## src/hdl/calendar_date_info_unit_assert.svh

```systemverilog
// assertion macros for the calendar date info unit
// each check is sampled on clk and is off while arst_n is low
`ifndef CALENDAR_DATE_INFO_UNIT_ASSERT_SVH
`define CALENDAR_DATE_INFO_UNIT_ASSERT_SVH

`ifndef SYNTHESIS

// antecedent implies consequent in the same cycle
`define CDI_ASSERT_SAME(lbl, ante, cons) \
	lbl: assert property (@(posedge clk) disable iff (!arst_n) (ante) |-> (cons)) \
		else $error("calendar date info check failed");

// antecedent implies consequent in the next cycle
`define CDI_ASSERT_NEXT(lbl, ante, cons) \
	lbl: assert property (@(posedge clk) disable iff (!arst_n) (ante) |=> (cons)) \
		else $error("calendar date info check failed");

`else

`define CDI_ASSERT_SAME(lbl, ante, cons)
`define CDI_ASSERT_NEXT(lbl, ante, cons)

`endif

`endif

```

## src/hdl/cdi_pkg.sv

```systemverilog
`timescale 1ns / 1ps

package cdi_pkg;

	localparam int DAY_W   = 5;
	localparam int MONTH_W = 4;
	localparam int YEAR_W  = 14;
	localparam int YY_W    = 15;
	localparam int DOY_W   = 9;
	localparam int WD_W    = 3;
	localparam int PROD_W  = 28;
	localparam int QUOT_W  = 8;

	localparam int MONTH_JAN = 1;
	localparam int MONTH_FEB = 2;
	localparam int MONTH_DEC = 12;

	// year offset of the julian day number epoch
	localparam int JDN_YEAR_BASE = 4800;
	// floor(x / 100) == (x * RECIP_100) >> RECIP_SHIFT for every x below 2**15
	localparam int RECIP_100   = 5243;
	localparam int RECIP_SHIFT = 19;
	localparam int HUNDRED     = 100;
	// 7*31 to keep the subtracted century count positive, plus -32045 mod 7
	localparam int WD_BIAS     = 218;
	localparam int WEEK_LEN    = 7;

	typedef struct packed {
		logic                ok;
		logic [DAY_W-1:0]    day;
		logic [MONTH_W-1:0]  month;
		logic [YEAR_W-1:0]   year;
		logic [YY_W-1:0]     yy;
		logic [MONTH_W-1:0]  mm;
		logic [PROD_W-1:0]   prod_y;
		logic [PROD_W-1:0]   prod_yy;
	} front_t;

	typedef struct packed {
		logic                ok;
		logic [DAY_W-1:0]    day;
		logic [MONTH_W-1:0]  month;
		logic                leap;
		logic [YY_W-1:0]     wsum;
	} mid_t;

	typedef struct packed {
		logic                valid_res;
		logic                leap_year;
		logic [DAY_W-1:0]    month_length;
		logic [DOY_W-1:0]    day_of_year;
		logic [WD_W-1:0]     weekday;
		logic [DAY_W-1:0]    previous_day;
		logic [DAY_W-1:0]    next_day;
	} info_t;

	// days in month m, zero for codes outside 1..12
	function automatic logic [DAY_W-1:0] month_len(input logic [MONTH_W-1:0] m,
			input logic leap);
		logic [DAY_W-1:0] len;
		case (m)
			4'd1, 4'd3, 4'd5, 4'd7, 4'd8, 4'd10, 4'd12: len = 5'd31;
			4'd4, 4'd6, 4'd9, 4'd11:                    len = 5'd30;
			4'd2:    len = leap ? 5'd29 : 5'd28;
			default: len = '0;
		endcase
		return len;
	endfunction

	// days in the months before m
	function automatic logic [DOY_W-1:0] days_before(input logic [MONTH_W-1:0] m,
			input logic leap);
		logic [DOY_W-1:0] base;
		case (m)
			4'd1:    base = 9'd0;
			4'd2:    base = 9'd31;
			4'd3:    base = 9'd59;
			4'd4:    base = 9'd90;
			4'd5:    base = 9'd120;
			4'd6:    base = 9'd151;
			4'd7:    base = 9'd181;
			4'd8:    base = 9'd212;
			4'd9:    base = 9'd243;
			4'd10:   base = 9'd273;
			4'd11:   base = 9'd304;
			4'd12:   base = 9'd334;
			default: base = 9'd0;
		endcase
		return base + ((m > 4'(MONTH_FEB)) ? 9'(leap) : 9'd0);
	endfunction

	// (153*mm + 2) / 5 for the march-based month index
	function automatic logic [DOY_W-1:0] jdn_month_offset(input logic [MONTH_W-1:0] mm);
		logic [DOY_W-1:0] off;
		case (mm)
			4'd0:    off = 9'd0;
			4'd1:    off = 9'd31;
			4'd2:    off = 9'd61;
			4'd3:    off = 9'd92;
			4'd4:    off = 9'd122;
			4'd5:    off = 9'd153;
			4'd6:    off = 9'd184;
			4'd7:    off = 9'd214;
			4'd8:    off = 9'd245;
			4'd9:    off = 9'd275;
			4'd10:   off = 9'd306;
			4'd11:   off = 9'd337;
			default: off = 9'd0;
		endcase
		return off;
	endfunction

endpackage

```

## src/hdl/calendar_date_info_unit.sv

```systemverilog
`timescale 1ns / 1ps
`include "calendar_date_info_unit_assert.svh"

// Gregorian date information unit. Each word on the date channel carries a
// day, a month and a proleptic year; each word on the info channel gives the
// validity flag, leap-year flag, month length, day of year, weekday (julian
// day number mod 7, 0 is Monday) and the day numbers of the neighbor dates.
// A date is invalid when the day is 0 or the month is outside 1..12, and all
// other fields of its result are then 0; the day is not checked against the
// month length. The unit is a three-stage pipeline that takes one date per
// cycle unless every stage is full and held; the first stage holds the two
// constant multiplies by the reciprocal of 100, the second the leap test and
// weekday sum, the third the mod 7 fold and the month tables. Each stage
// holds its word when the stage after it is full and held, so empty stages
// keep filling while a result waits on info_ready.
module calendar_date_info_unit (
	input  logic                        clk,
	input  logic                        arst_n,
	input  logic                        date_valid,
	output logic                        date_ready,
	input  logic [cdi_pkg::DAY_W-1:0]   day,
	input  logic [cdi_pkg::MONTH_W-1:0] month,
	input  logic [cdi_pkg::YEAR_W-1:0]  year,
	output logic                        info_valid,
	input  logic                        info_ready,
	output logic                        valid_res,
	output logic                        leap_year,
	output logic [cdi_pkg::DAY_W-1:0]   month_length,
	output logic [cdi_pkg::DOY_W-1:0]   day_of_year,
	output logic [cdi_pkg::WD_W-1:0]    weekday,
	output logic [cdi_pkg::DAY_W-1:0]   previous_day,
	output logic [cdi_pkg::DAY_W-1:0]   next_day
);
	import cdi_pkg::*;

	logic   front_valid;
	logic   front_ready;
	front_t front_data;
	logic   mid_valid;
	logic   mid_ready;
	mid_t   mid_data;
	info_t  info;

	// stage one: range check and reciprocal products
	cdi_front u_front (
		.clk       (clk),
		.arst_n    (arst_n),
		.in_valid  (date_valid),
		.in_ready  (date_ready),
		.day       (day),
		.month     (month),
		.year      (year),
		.out_valid (front_valid),
		.out_ready (front_ready),
		.out_data  (front_data)
	);

	// stage two: leap year and weekday sum
	cdi_mid u_mid (
		.clk       (clk),
		.arst_n    (arst_n),
		.in_valid  (front_valid),
		.in_ready  (front_ready),
		.in_data   (front_data),
		.out_valid (mid_valid),
		.out_ready (mid_ready),
		.out_data  (mid_data)
	);

	// stage three: weekday, lengths, ordinal day, output register
	cdi_back u_back (
		.clk       (clk),
		.arst_n    (arst_n),
		.in_valid  (mid_valid),
		.in_ready  (mid_ready),
		.in_data   (mid_data),
		.out_valid (info_valid),
		.out_ready (info_ready),
		.out_data  (info)
	);

	assign valid_res    = info.valid_res;
	assign leap_year    = info.leap_year;
	assign month_length = info.month_length;
	assign day_of_year  = info.day_of_year;
	assign weekday      = info.weekday;
	assign previous_day = info.previous_day;
	assign next_day     = info.next_day;

	// input stalls only when every stage is full and the output is held
	`CDI_ASSERT_SAME(a_stall_full, !date_ready, info_valid && !info_ready)
	// invalid dates give an all-zero result
	`CDI_ASSERT_SAME(a_invalid_zero, info_valid && !valid_res, leap_year == 1'b0 && month_length == '0 && day_of_year == '0 && weekday == '0 && previous_day == '0 && next_day == '0)
	// valid results stay inside their ranges
	`CDI_ASSERT_SAME(a_valid_range, info_valid && valid_res, weekday < 3'd7 && month_length >= 5'd28 && day_of_year != '0 && next_day != '0 && previous_day != '0)
	// a held result stays valid until taken
	`CDI_ASSERT_NEXT(a_hold_valid, info_valid && !info_ready, info_valid)

endmodule

```

## src/hdl/cdi_front.sv

```systemverilog
`timescale 1ns / 1ps

module cdi_front (
	input  logic                        clk,
	input  logic                        arst_n,
	input  logic                        in_valid,
	output logic                        in_ready,
	input  logic [cdi_pkg::DAY_W-1:0]   day,
	input  logic [cdi_pkg::MONTH_W-1:0] month,
	input  logic [cdi_pkg::YEAR_W-1:0]  year,
	output logic                        out_valid,
	input  logic                        out_ready,
	output cdi_pkg::front_t             out_data
);
	import cdi_pkg::*;

	logic   valid_s1;
	front_t data_s1;
	front_t nxt;
	logic   early;

	// range check, march-based year and month, reciprocal products for /100
	always_comb begin
		early       = (month <= MONTH_W'(MONTH_FEB));
		nxt.ok      = (day != '0) && (month inside {[MONTH_JAN:MONTH_DEC]});
		nxt.day     = day;
		nxt.month   = month;
		nxt.year    = year;
		nxt.yy      = YY_W'(year) + YY_W'(JDN_YEAR_BASE) - YY_W'(early);
		nxt.mm      = early ? (month + 4'd9) : (month - 4'd3);
		nxt.prod_y  = PROD_W'(year) * PROD_W'(RECIP_100);
		nxt.prod_yy = PROD_W'(nxt.yy) * PROD_W'(RECIP_100);
	end

	assign in_ready = !valid_s1 || out_ready;

	always_ff @(posedge clk or negedge arst_n) begin
		if (!arst_n) begin
			valid_s1 <= 1'b0;
		end else if (in_ready) begin
			valid_s1 <= in_valid;
		end
	end

	always_ff @(posedge clk) begin
		if (in_ready && in_valid) begin
			data_s1 <= nxt;
		end
	end

	assign out_valid = valid_s1;
	assign out_data  = data_s1;

endmodule

```

## src/hdl/cdi_mid.sv

```systemverilog
`timescale 1ns / 1ps

module cdi_mid (
	input  logic            clk,
	input  logic            arst_n,
	input  logic            in_valid,
	output logic            in_ready,
	input  cdi_pkg::front_t in_data,
	output logic            out_valid,
	input  logic            out_ready,
	output cdi_pkg::mid_t   out_data
);
	import cdi_pkg::*;

	logic              valid_s2;
	mid_t              data_s2;
	mid_t              nxt;
	logic [QUOT_W-1:0] qy;
	logic [QUOT_W-1:0] qyy;
	logic [YEAR_W-1:0] rem100;

	// quotients by 100, leap test, weekday sum reduced with 365 = 1 mod 7
	always_comb begin
		qy     = in_data.prod_y[RECIP_SHIFT +: QUOT_W];
		qyy    = in_data.prod_yy[RECIP_SHIFT +: QUOT_W];
		rem100 = in_data.year - YEAR_W'(YEAR_W'(qy) * YEAR_W'(HUNDRED));
		nxt.ok    = in_data.ok;
		nxt.day   = in_data.day;
		nxt.month = in_data.month;
		nxt.leap  = ((in_data.year[1:0] == 2'b00) && (rem100 != '0))
			|| ((rem100 == '0) && (qy[1:0] == 2'b00));
		nxt.wsum  = YY_W'(in_data.day) + YY_W'(jdn_month_offset(in_data.mm))
			+ in_data.yy + YY_W'(in_data.yy >> 2) + YY_W'(qyy >> 2)
			+ YY_W'(WD_BIAS) - YY_W'(qyy);
	end

	assign in_ready = !valid_s2 || out_ready;

	always_ff @(posedge clk or negedge arst_n) begin
		if (!arst_n) begin
			valid_s2 <= 1'b0;
		end else if (in_ready) begin
			valid_s2 <= in_valid;
		end
	end

	always_ff @(posedge clk) begin
		if (in_ready && in_valid) begin
			data_s2 <= nxt;
		end
	end

	assign out_valid = valid_s2;
	assign out_data  = data_s2;

endmodule

```

## src/hdl/cdi_back.sv

```systemverilog
`timescale 1ns / 1ps

module cdi_back (
	input  logic            clk,
	input  logic            arst_n,
	input  logic            in_valid,
	output logic            in_ready,
	input  cdi_pkg::mid_t   in_data,
	output logic            out_valid,
	input  logic            out_ready,
	output cdi_pkg::info_t  out_data
);
	import cdi_pkg::*;

	logic             valid_s3;
	info_t            data_s3;
	info_t            nxt;
	logic [5:0]       fold1;
	logic [3:0]       fold2;
	logic [DAY_W-1:0] mlen;

	// mod 7 by folding octal digits, then tables for lengths and ordinal
	always_comb begin
		fold1 = 6'(in_data.wsum[2:0]) + 6'(in_data.wsum[5:3]) + 6'(in_data.wsum[8:6])
			+ 6'(in_data.wsum[11:9]) + 6'(in_data.wsum[14:12]);
		fold2 = 4'(fold1[2:0]) + 4'(fold1[5:3]);
		mlen  = month_len(in_data.month, in_data.leap);
		nxt   = '0;
		if (in_data.ok) begin
			nxt.valid_res    = 1'b1;
			nxt.leap_year    = in_data.leap;
			nxt.month_length = mlen;
			nxt.day_of_year  = DOY_W'(in_data.day) + days_before(in_data.month, in_data.leap);
			nxt.weekday      = (fold2 >= 4'(WEEK_LEN)) ? WD_W'(fold2 - 4'(WEEK_LEN))
				: WD_W'(fold2);
			if (in_data.day == 5'd1) begin
				nxt.previous_day = (in_data.month == MONTH_W'(MONTH_JAN)) ? 5'd31
					: month_len(in_data.month - 4'd1, in_data.leap);
			end else begin
				nxt.previous_day = in_data.day - 5'd1;
			end
			nxt.next_day = (in_data.day >= mlen) ? 5'd1 : (in_data.day + 5'd1);
		end
	end

	assign in_ready = !valid_s3 || out_ready;

	always_ff @(posedge clk or negedge arst_n) begin
		if (!arst_n) begin
			valid_s3 <= 1'b0;
		end else if (in_ready) begin
			valid_s3 <= in_valid;
		end
	end

	always_ff @(posedge clk) begin
		if (in_ready && in_valid) begin
			data_s3 <= nxt;
		end
	end

	assign out_valid = valid_s3;
	assign out_data  = data_s3;

endmodule

```

## config.mk

```make
export PLATFORM = sky130hd
export DESIGN_NAME = calendar_date_info_unit
export DESIGN_NICKNAME = d
export VERILOG_FILES = /design/src/hdl/cdi_pkg.sv /design/src/hdl/calendar_date_info_unit.sv /design/src/hdl/cdi_front.sv /design/src/hdl/cdi_mid.sv /design/src/hdl/cdi_back.sv
export VERILOG_INCLUDE_DIRS = /design/src /design/src/hdl
export SDC_FILE = /design/constraint.sdc
export NUM_CORES = 1
export LEC_CHECK = 0
export BUFFER_PORTS_ARGS = -buffer_cell sky130_fd_sc_hd__buf_4
export CORE_MARGIN = 2
export CORE_UTILIZATION = 35
export CTS_CLUSTER_DIAMETER = 40
export DETAILED_ROUTE_END_ITERATION = 7
export GPL_TIMING_DRIVEN = 0
export RECOVER_POWER = 25
export SETUP_SLACK_MARGIN = 0.5
export SLEW_MARGIN = 0
export SYNTH_ARGS = -nofsm -noshare
export SYNTH_HDL_FRONTEND = slang
export SYNTH_SLANG_ARGS = --single-unit
```

## constraint.sdc

```tcl
create_clock -name clk -period 14.8 [get_ports clk]
set_clock_uncertainty 0.2 [all_clocks]
set_input_delay 0.74 -clock clk [delete_from_list [all_inputs] [get_ports clk]]
set_output_delay 0.74 -clock clk [all_outputs]
set_load 0.02 [all_outputs]
```

==> impl_metrics.toml, run 1 <==
[sta]
slew_viol_final = 0
finalCritPeriodShare = 0.5736
hold_viol_final = 0
max_freq_mhz = 117.8
max_slew_margin = 0.2268
grt_setup_unrepaired = "no"
finalSetupTns_ns = 0
setup_slack_ns = 6.310
setup_viol_count_final = 0
worst_pin_slew_ns = 1.152
fin_crit_ns = 8.490

[logic_synthesis]
netlist_instances = 1525
yosys.area.top_type = "ha_1"
synth_common_cells = "350 x inv_1, 336 x ha_1, 169 x fa_1, 112 x edfxtp_1, 58 x nor2_1"
ys_seq_area_frac = 0.2360
synth_area_leaders = "ha_1 26%, fa_1 21%, edfxtp_1 21%"
syn_area_per_cell_um2 = 10.56
yosysMostFrequentCell = "inv_1"
syn-cell-area_mm2 = 0.01610
syn-num-nets = 2057
ys_async_sr_fraction = 0.02256
synth-edff-count = 112
synth_seq_cells = 133
yosysWarnings = 0
yosysTopAreaCellShare = 0.2611
yosysUniqueCellTypes = 70
synth_top_flop_cell = "edfxtp_1"

[worst_setup_path]
r2r_setup_slack_ns = 9.67
cp-end-kind = "register"
slowest_stage = "fa_1"
arrival_ns = 8.46
critPathMaxFanout = 7
path_class = "in2reg"
cp.required_ns = 14.77
cp-start-kind = "input port"
slowest_delay_ns = 0.53
cp_common_cell = "inv_1"

[clock_network]
cts_buffers = 17
clk_latency_ns = 0.42
cts-root-buf = "clkbuf_16"
htree_levels = 4
cts_resized = 0
clock-sinks = 133
clkTransAtPathRegs_ns = 0.07
tritoncts = "done"
clk_path_buf_depth = 2

[min_path]
hold_path.class = "reg2reg"

[floorplan]
row_count = 78
die_area_mm2 = 0.04773
num_io_pins = 58
die_x_um = 218.5
start_util = 0.3548
die_h_um = 218.5
core-area_mm2 = 0.04538

[detailed_routing]
routed_wl_um = 29740
vias = 10300
first_pass_iters = 4
ant_nets = 0
vias_per_cell = 4.649
wire_per_inst_um = 13.42
drt_iter0_markers = 355
drc_errors = 0

[grt]
overflow = 0
grt_pass1_wl_um = 50770
grt_use_total = 0.1322
grt_max_degree = 38
grt_pass1_vias = 10650
antenna_found_initial = 0

[status]
outcome = "finished clean"

[layout]
area_delta_synth_final_pct = 10.03
diodes = 0
utilization = 0.3903
fin_nets = 2135
drive_gt1_frac = 0.03960

[placement]
io_buffers = 57
pre_cts_ws_ns = 6.024
dp_hpwl_um = 25840
place.gp.congestion = 0.8370

[job]
maxCapViolCount = 0
per-stage QoR:
stage	instance area, µm²	hold slack, ns	std cells
2_1_floorplan	16100	0.2003	1525
3_3_place_gp	17280	0.2028	2182
3_5_place_dp	17300	0.2090	2183
4_1_cts	17880	0.2255	2216
5_1_grt	17710	0.2476	2216
6_report	17710	0.2232	2216
area by class of cell:
class                      count  area (µm²)
buffer                        10       45.04
clock buffer                  18       439.2
clock inverter                14       135.1
fill                        4489       27670
inverter                     352        1321
multi-input combinational   1030       10930
sequential                   133        3799
tap                          600       750.7
timing repair buffer          59       289.0
worst max-delay path: cells and delay by family:
kind,cells,cell delay (ns)
fa+ha+maj,10,3.71
compound gates,9,2.02
xor+xnor,2,0.53
buf+inv,9,0.96
simple gates,3,0.48
per-layer routing:
metal	track usage	routed length, µm
met5	0	0
met4	0.02971	297
met3	0.01795	749
met2	0.2311	14600
met1	0.1731	14090
cells in the final DEF (no fill, tap or decap), types with 22 or more instances in the layout:
master    netlist  layout
inv_1         350     349
ha_1          336     336
fa_1          169     169
edfxtp_1      112     112
nor2_1         58      58
a21oi_1        53      53
clkbuf_1        8      53
xnor2_1        52      52
nand2_1        49      49
o21ai_0        42      42
xor2_1         30      30
a21o_1         30      30
nand2b_1       22      22
final timing paths:
check	from	cells past startpoint	to
worst max-delay path	month[0]	33	u_front.out_data[26]
worst max register to register	u_front.out_data[94]	16	u_mid.out_data[14]
min in group asynchronous	arst_n	2	u_back.out_valid
worst min register to register	u_front.out_data[98]	0	u_mid.out_data[25]
max in group asynchronous	arst_n	2	u_mid.out_valid
worst min-delay path	u_front.out_data[98]	0	u_mid.out_data[25]
timing repair:
action / CTS / global route
hold endpoints to repair: 3 / 0
endpoints found under the setup margin: 0 / 0
hold buffers: 1 / 0
setup buffers: 0 / 0
logic make-up after synthesis:
family                   synth area share
AO/OA/AOI/OAI                     0.08160
buffers and inverters             0.08487
adder cells (fa/ha/maj)            0.4713
AND/OR/NAND/NOR                   0.07189
XOR/XNOR                          0.04803
flip-flops                         0.2360
multiplexers                     0.006373
Power of run 1 is left out: the tool's default activity adds up to more than one toggle a clock period on the data nets, which glitch-free logic cannot reach.
==> inputs of run 2 (changes only) <==
Clock period 14.8 ns to 8.4 ns, I/O delays scaled along.
==> impl_metrics.toml, run 2 (synthesis gave the netlist of run 1 again) <==
[grt]
grt_max_degree = 38
grt_pass1_wl_um = 50920
grt_use_total = 0.1326
overflow = 0
antenna_found_initial = 1
grt_pass1_vias = 10690

[worst_setup_path]
cp-start-kind = "input port"
timing.rr.end = "u_mid.out_data[14]"
path_buf_inv = 8
slowest_stage = "fa_1"
r2r_setup_slack_ns = 3.27
cp-end-kind = "register"
slowest_delay_ns = 0.53
critPathMaxFanout = 7
arrival_ns = 7.56
crit_family = "adder cells"
ff2ff_path_depth = 16
cp_common_cell = "inv_1"
cp.required_ns = 8.37
path_class = "in2reg"
r2r_start = "u_front.out_data[94]"

[detailed_routing]
ant_nets = 0
drt_iter0_markers = 319
routed_wl_um = 29860
drc_errors = 0
first_pass_iters = 4
wire_per_inst_um = 13.40
vias_per_cell = 4.649
vias = 10360

[layout]
drive_gt1_frac = 0.04484
final_common_cell = "inv_1"
fillers = 4477
area_delta_synth_final_pct = 10.99
register_area_mm2 = 0.003799
diodes = 0
mostFrequentLayoutCells = "349 x inv_1, 336 x ha_1, 169 x fa_1"
fin_nets = 2147
multi_input_area_mm2 = 0.01099

[clock_network]
clock-sinks = 133
clk_latency_ns = 0.42
clkTransAtPathRegs_ns = 0.06
htree_levels = 4
clk_path_buf_depth = 2
tritoncts = "done"
cts-root-buf = "clkbuf_16"
cts_buffers = 17

[floorplan]
core-area_mm2 = 0.04538
num_io_pins = 58
die_h_um = 218.5
die_x_um = 218.5
row_count = 78
die_area_mm2 = 0.04773
start_util = 0.3548

[placement]
place.gp.congestion = 0.8370
dp_hpwl_um = 25840
io_buffers = 57

[sta]
fin_crit_ns = 7.591
worst_pin_slew_ns = 1.151
hold_viol_final = 0
max_slew_margin = 0.2274
finalCritPeriodShare = 0.9036
slew_viol_final = 0
max_freq_mhz = 131.7
setup_viol_count_final = 0
finalSetupTns_ns = 0
grt_setup_unrepaired = "no"

[min_path]
min_from = "info_ready"
hold_path.class = "in2reg"
whs_path_depth = 3
holdPathEnd = "u_back.out_valid"

[job]
maxCapViolCount = 0

[status]
outcome = "finished clean"
## run 2: changes by cell type in the layout (fill, tap and decap cells not counted), moves of 2 or more
cell,previous run,this run
dlygate4sd3_1,1,9
and2_0,3,1
and2_1,5,7
clkbuf_1,53,55
xor2_1,30,28
## run 2: per-stage QoR
step | setup slack (ns) | hold WS, ns | std cells | area (µm²) | utilization
6_report | 0.8094 | 0.08142 | 2228 | 17870 | 0.3937
5_1_grt | 0.2983 | 0.09219 | 2228 | 17870 | 0.3937
4_1_cts | 0.6461 | 0.007737 | 2224 | 17980 | 0.3961
3_5_place_dp | -0.05646 | 0.01363 | 2183 | 17300 | 0.3812
3_3_place_gp | -0.04521 | 0.01050 | 2182 | 17280 | 0.3807
2_1_floorplan | 1.109 | -0.07559 | 1525 | 16100 | -
## run 2: worst max path at each step
stage	startpoint	to	slack, ns	cells after the start
6_report	month[0]	u_front.out_data[26]	0.81	33
2_1_floorplan	month[0]	u_front.out_data[26]	1.11	32
3_5_place_dp	month[0]	u_front.out_data[26]	-0.06	33
5_1_grt	month[0]	u_front.out_data[26]	0.30	33
4_1_cts	month[0]	u_front.out_data[26]	0.65	33
3_3_place_gp	month[0]	u_front.out_data[26]	-0.05	33
## run 2: cell type report
class | count | area share
Clock buffer | 18 | 0.02458
Sequential cell | 133 | 0.2126
Multi-Input combinational cell | 1030 | 0.6149
Buffer | 10 | 0.002521
Tap cell | 600 | 0.04201
Inverter | 352 | 0.07394
Clock inverter | 14 | 0.007563
Timing Repair Buffer | 71 | 0.02192
## run 2: repair_timing
| item | in CTS | in global routing |
|---|---|---|
| gates resized for setup | 2 | 8 |
| hold buffers | 9 | 0 |
| hold endpoints to repair | 11 | 0 |
| pin swaps | 0 | 2 |
| buffers inserted | 0 | 4 |
| setup endpoints to repair | 5 | 8 |
## run 2: per-layer routing
| metal | share of wire | track usage | wire length [µm] |
|---|---|---|---|
| met5 | 0.00047 | 0 | 14 |
| met4 | 0.011 | 0.02971 | 333 |
| met3 | 0.027 | 0.01795 | 820 |
| met2 | 0.49 | 0.2318 | 14660 |
| met1 | 0.47 | 0.1735 | 14040 |
## run 2: worst reg2reg max path: stages, from the launching register on
cell      delay [ns]
edfxtp_1        0.44
ha_1            0.32
a21o_1          0.17
a21oi_1         0.21
o21bai_1        0.09
a21oi_1         0.26
xnor2_1         0.18
fa_1            0.48
fa_1            0.52
fa_1            0.49
ha_1            0.34
o21a_1          0.13
o21ai_0         0.24
a221oi_1        0.16
a211oi_1        0.35
a21oi_1         0.14
xnor2_1         0.16
Power of run 2 is left out for the same reason.
==> inputs of run 3 (changes only) <==
==> constraint.sdc (replaced) <==
create_clock -name clk -period 8.4 [get_ports clk]
set_clock_uncertainty 0.2 [all_clocks]
set_input_delay 0 -clock clk [delete_from_list [all_inputs] [get_ports clk]]
set_output_delay 0 -clock clk [all_outputs]
set_load 0.02 [all_outputs]
==> impl_metrics.toml, run 3 (synthesis gave the netlist of run 1 again) <==
[floorplan]
die_x_um = 218.5
num_io_pins = 58
die_h_um = 218.5
core-area_mm2 = 0.04538
die_area_mm2 = 0.04773
start_util = 0.3548
row_count = 78

[layout]
mostFrequentLayoutCells = "349 x inv_1, 336 x ha_1, 169 x fa_1"
fillers = 4457
fin_nets = 2168
area_delta_synth_final_pct = 12.23
drive_gt1_frac = 0.04184
final_common_cell = "inv_1"
utilization = 0.3982
design_area_mm2 = 0.01807
diodes = 0

[sta]
finalCritPeriodShare = 0.9094
hold_viol_final = 0
finalSetupTns_ns = 0
worst_pin_slew_ns = 1.152
grt_setup_unrepaired = "no"
max_freq_mhz = 130.9
setup_viol_count_final = 0
fin_crit_ns = 7.639
setup_slack_ns = 0.7611
max_slew_margin = 0.2267
slew_viol_final = 0

[placement]
post_dp_cell_area_mm2 = 0.01730
pre_cts_ws_ns = 0.3635
dp_hpwl_um = 25840
place.gp.congestion = 0.8370
io_buffers = 57

[grt]
globalRouteMet3Util = 0.01851
use_met2 = 0.2343
grt_pass1_vias = 10830
antenna_found_initial = 0
grt_use_met1 = 0.1739
grt_use_total = 0.1337
overflow = 0
grt_pass1_wl_um = 51360
grt-busiest-layer = "met2"
grt_max_degree = 38

[detailed_routing]
routed_wl_um = 30110
vias_per_cell = 4.626
drc_errors = 0
wire_per_inst_um = 13.39
first_pass_iters = 5
drt_iter0_markers = 354
vias = 10400
ant_nets = 0

[clock_network]
cts-root-buf = "clkbuf_16"
clk_path_buf_depth = 2
clk_latency_ns = 0.42
tritoncts = "done"
htree_levels = 4
clkTransAtPathRegs_ns = 0.07
cts_buffers = 17
clock-sinks = 133

[worst_setup_path]
cp-end-kind = "register"
cp_common_cell = "inv_1"
slowest_stage = "fa_1"
arrival_ns = 7.61
cp-start-kind = "input port"
slowest_delay_ns = 0.53
path_class = "in2reg"
cp.required_ns = 8.37
critPathMaxFanout = 7

[job]
maxCapViolCount = 0

[status]
outcome = "finished clean"

[min_path]
hold_path.class = "in2reg"
[run 3: area by class of cell]
type / instances / area, µm² / area share
multi-input combinational: 1030 / 10950 / 0.6061
clock buffer: 18 / 439.2 / 0.02431
buffer: 10 / 45.04 / 0.002493
timing repair buffer: 92 / 626.9 / 0.03469
tap: 600 / 750.7 / 0.04155
inverter: 352 / 1321 / 0.07313
sequential: 133 / 3799 / 0.2102
clock inverter: 14 / 135.1 / 0.007479
[run 3: routing by layer]
layer,vias up,share of wire
met5,-,0
met2,111,0.49
met4,0,0.010
met3,19,0.023
met1,4994,0.47
li1,5280,-
[run 3: path summary, 6_finish.rpt]
kind | startpoint | end | slack, ns | depth (start not counted)
setup / recovery | year[1] | u_front.out_data[26] | 0.76 | 30
hold / removal | day[2] | u_front.out_data[95] | 0.18 | 2
setup reg to reg | u_front.out_data[94] | u_mid.out_data[14] | 3.27 | 16
hold reg to reg | u_front.out_data[98] | u_mid.out_data[25] | 0.22 | 0
max in group asynchronous | arst_n | u_front.out_valid | 7.54 | 3
min in group asynchronous | arst_n | u_back.out_valid | 0.31 | 3
[run 3: critical path: cells and delay by family]
| kind | cells | cell delay [ns] |
|---|---|---|
| buf+inv | 8 | 1.48 |
| fa+ha+maj | 8 | 3.17 |
| simple gates | 3 | 0.71 |
| compound gates | 9 | 1.99 |
| mux | 1 | 0.15 |
| xor+xnor | 1 | 0.10 |
[run 3: repair_timing]
| item | CTS | global route |
|---|---|---|
| endpoints found under the setup margin | 0 | 5 |
| resized for setup | 0 | 3 |
| hold buffers | 34 | 0 |
| hold endpoints to repair | 35 | 0 |
| buffers inserted | 0 | 0 |
[run 3: per-stage QoR]
stage / std cells / hold slack (ns)
after global routing: 2249 / 0.1729
after CTS: 2249 / 0.1315
final: 2249 / 0.1830
after detailed placement: 2183 / -0.4064
after global placement: 2182 / -0.4095
after floorplan: 1525 / -0.4956
Power of run 3 is left out for the same reason.
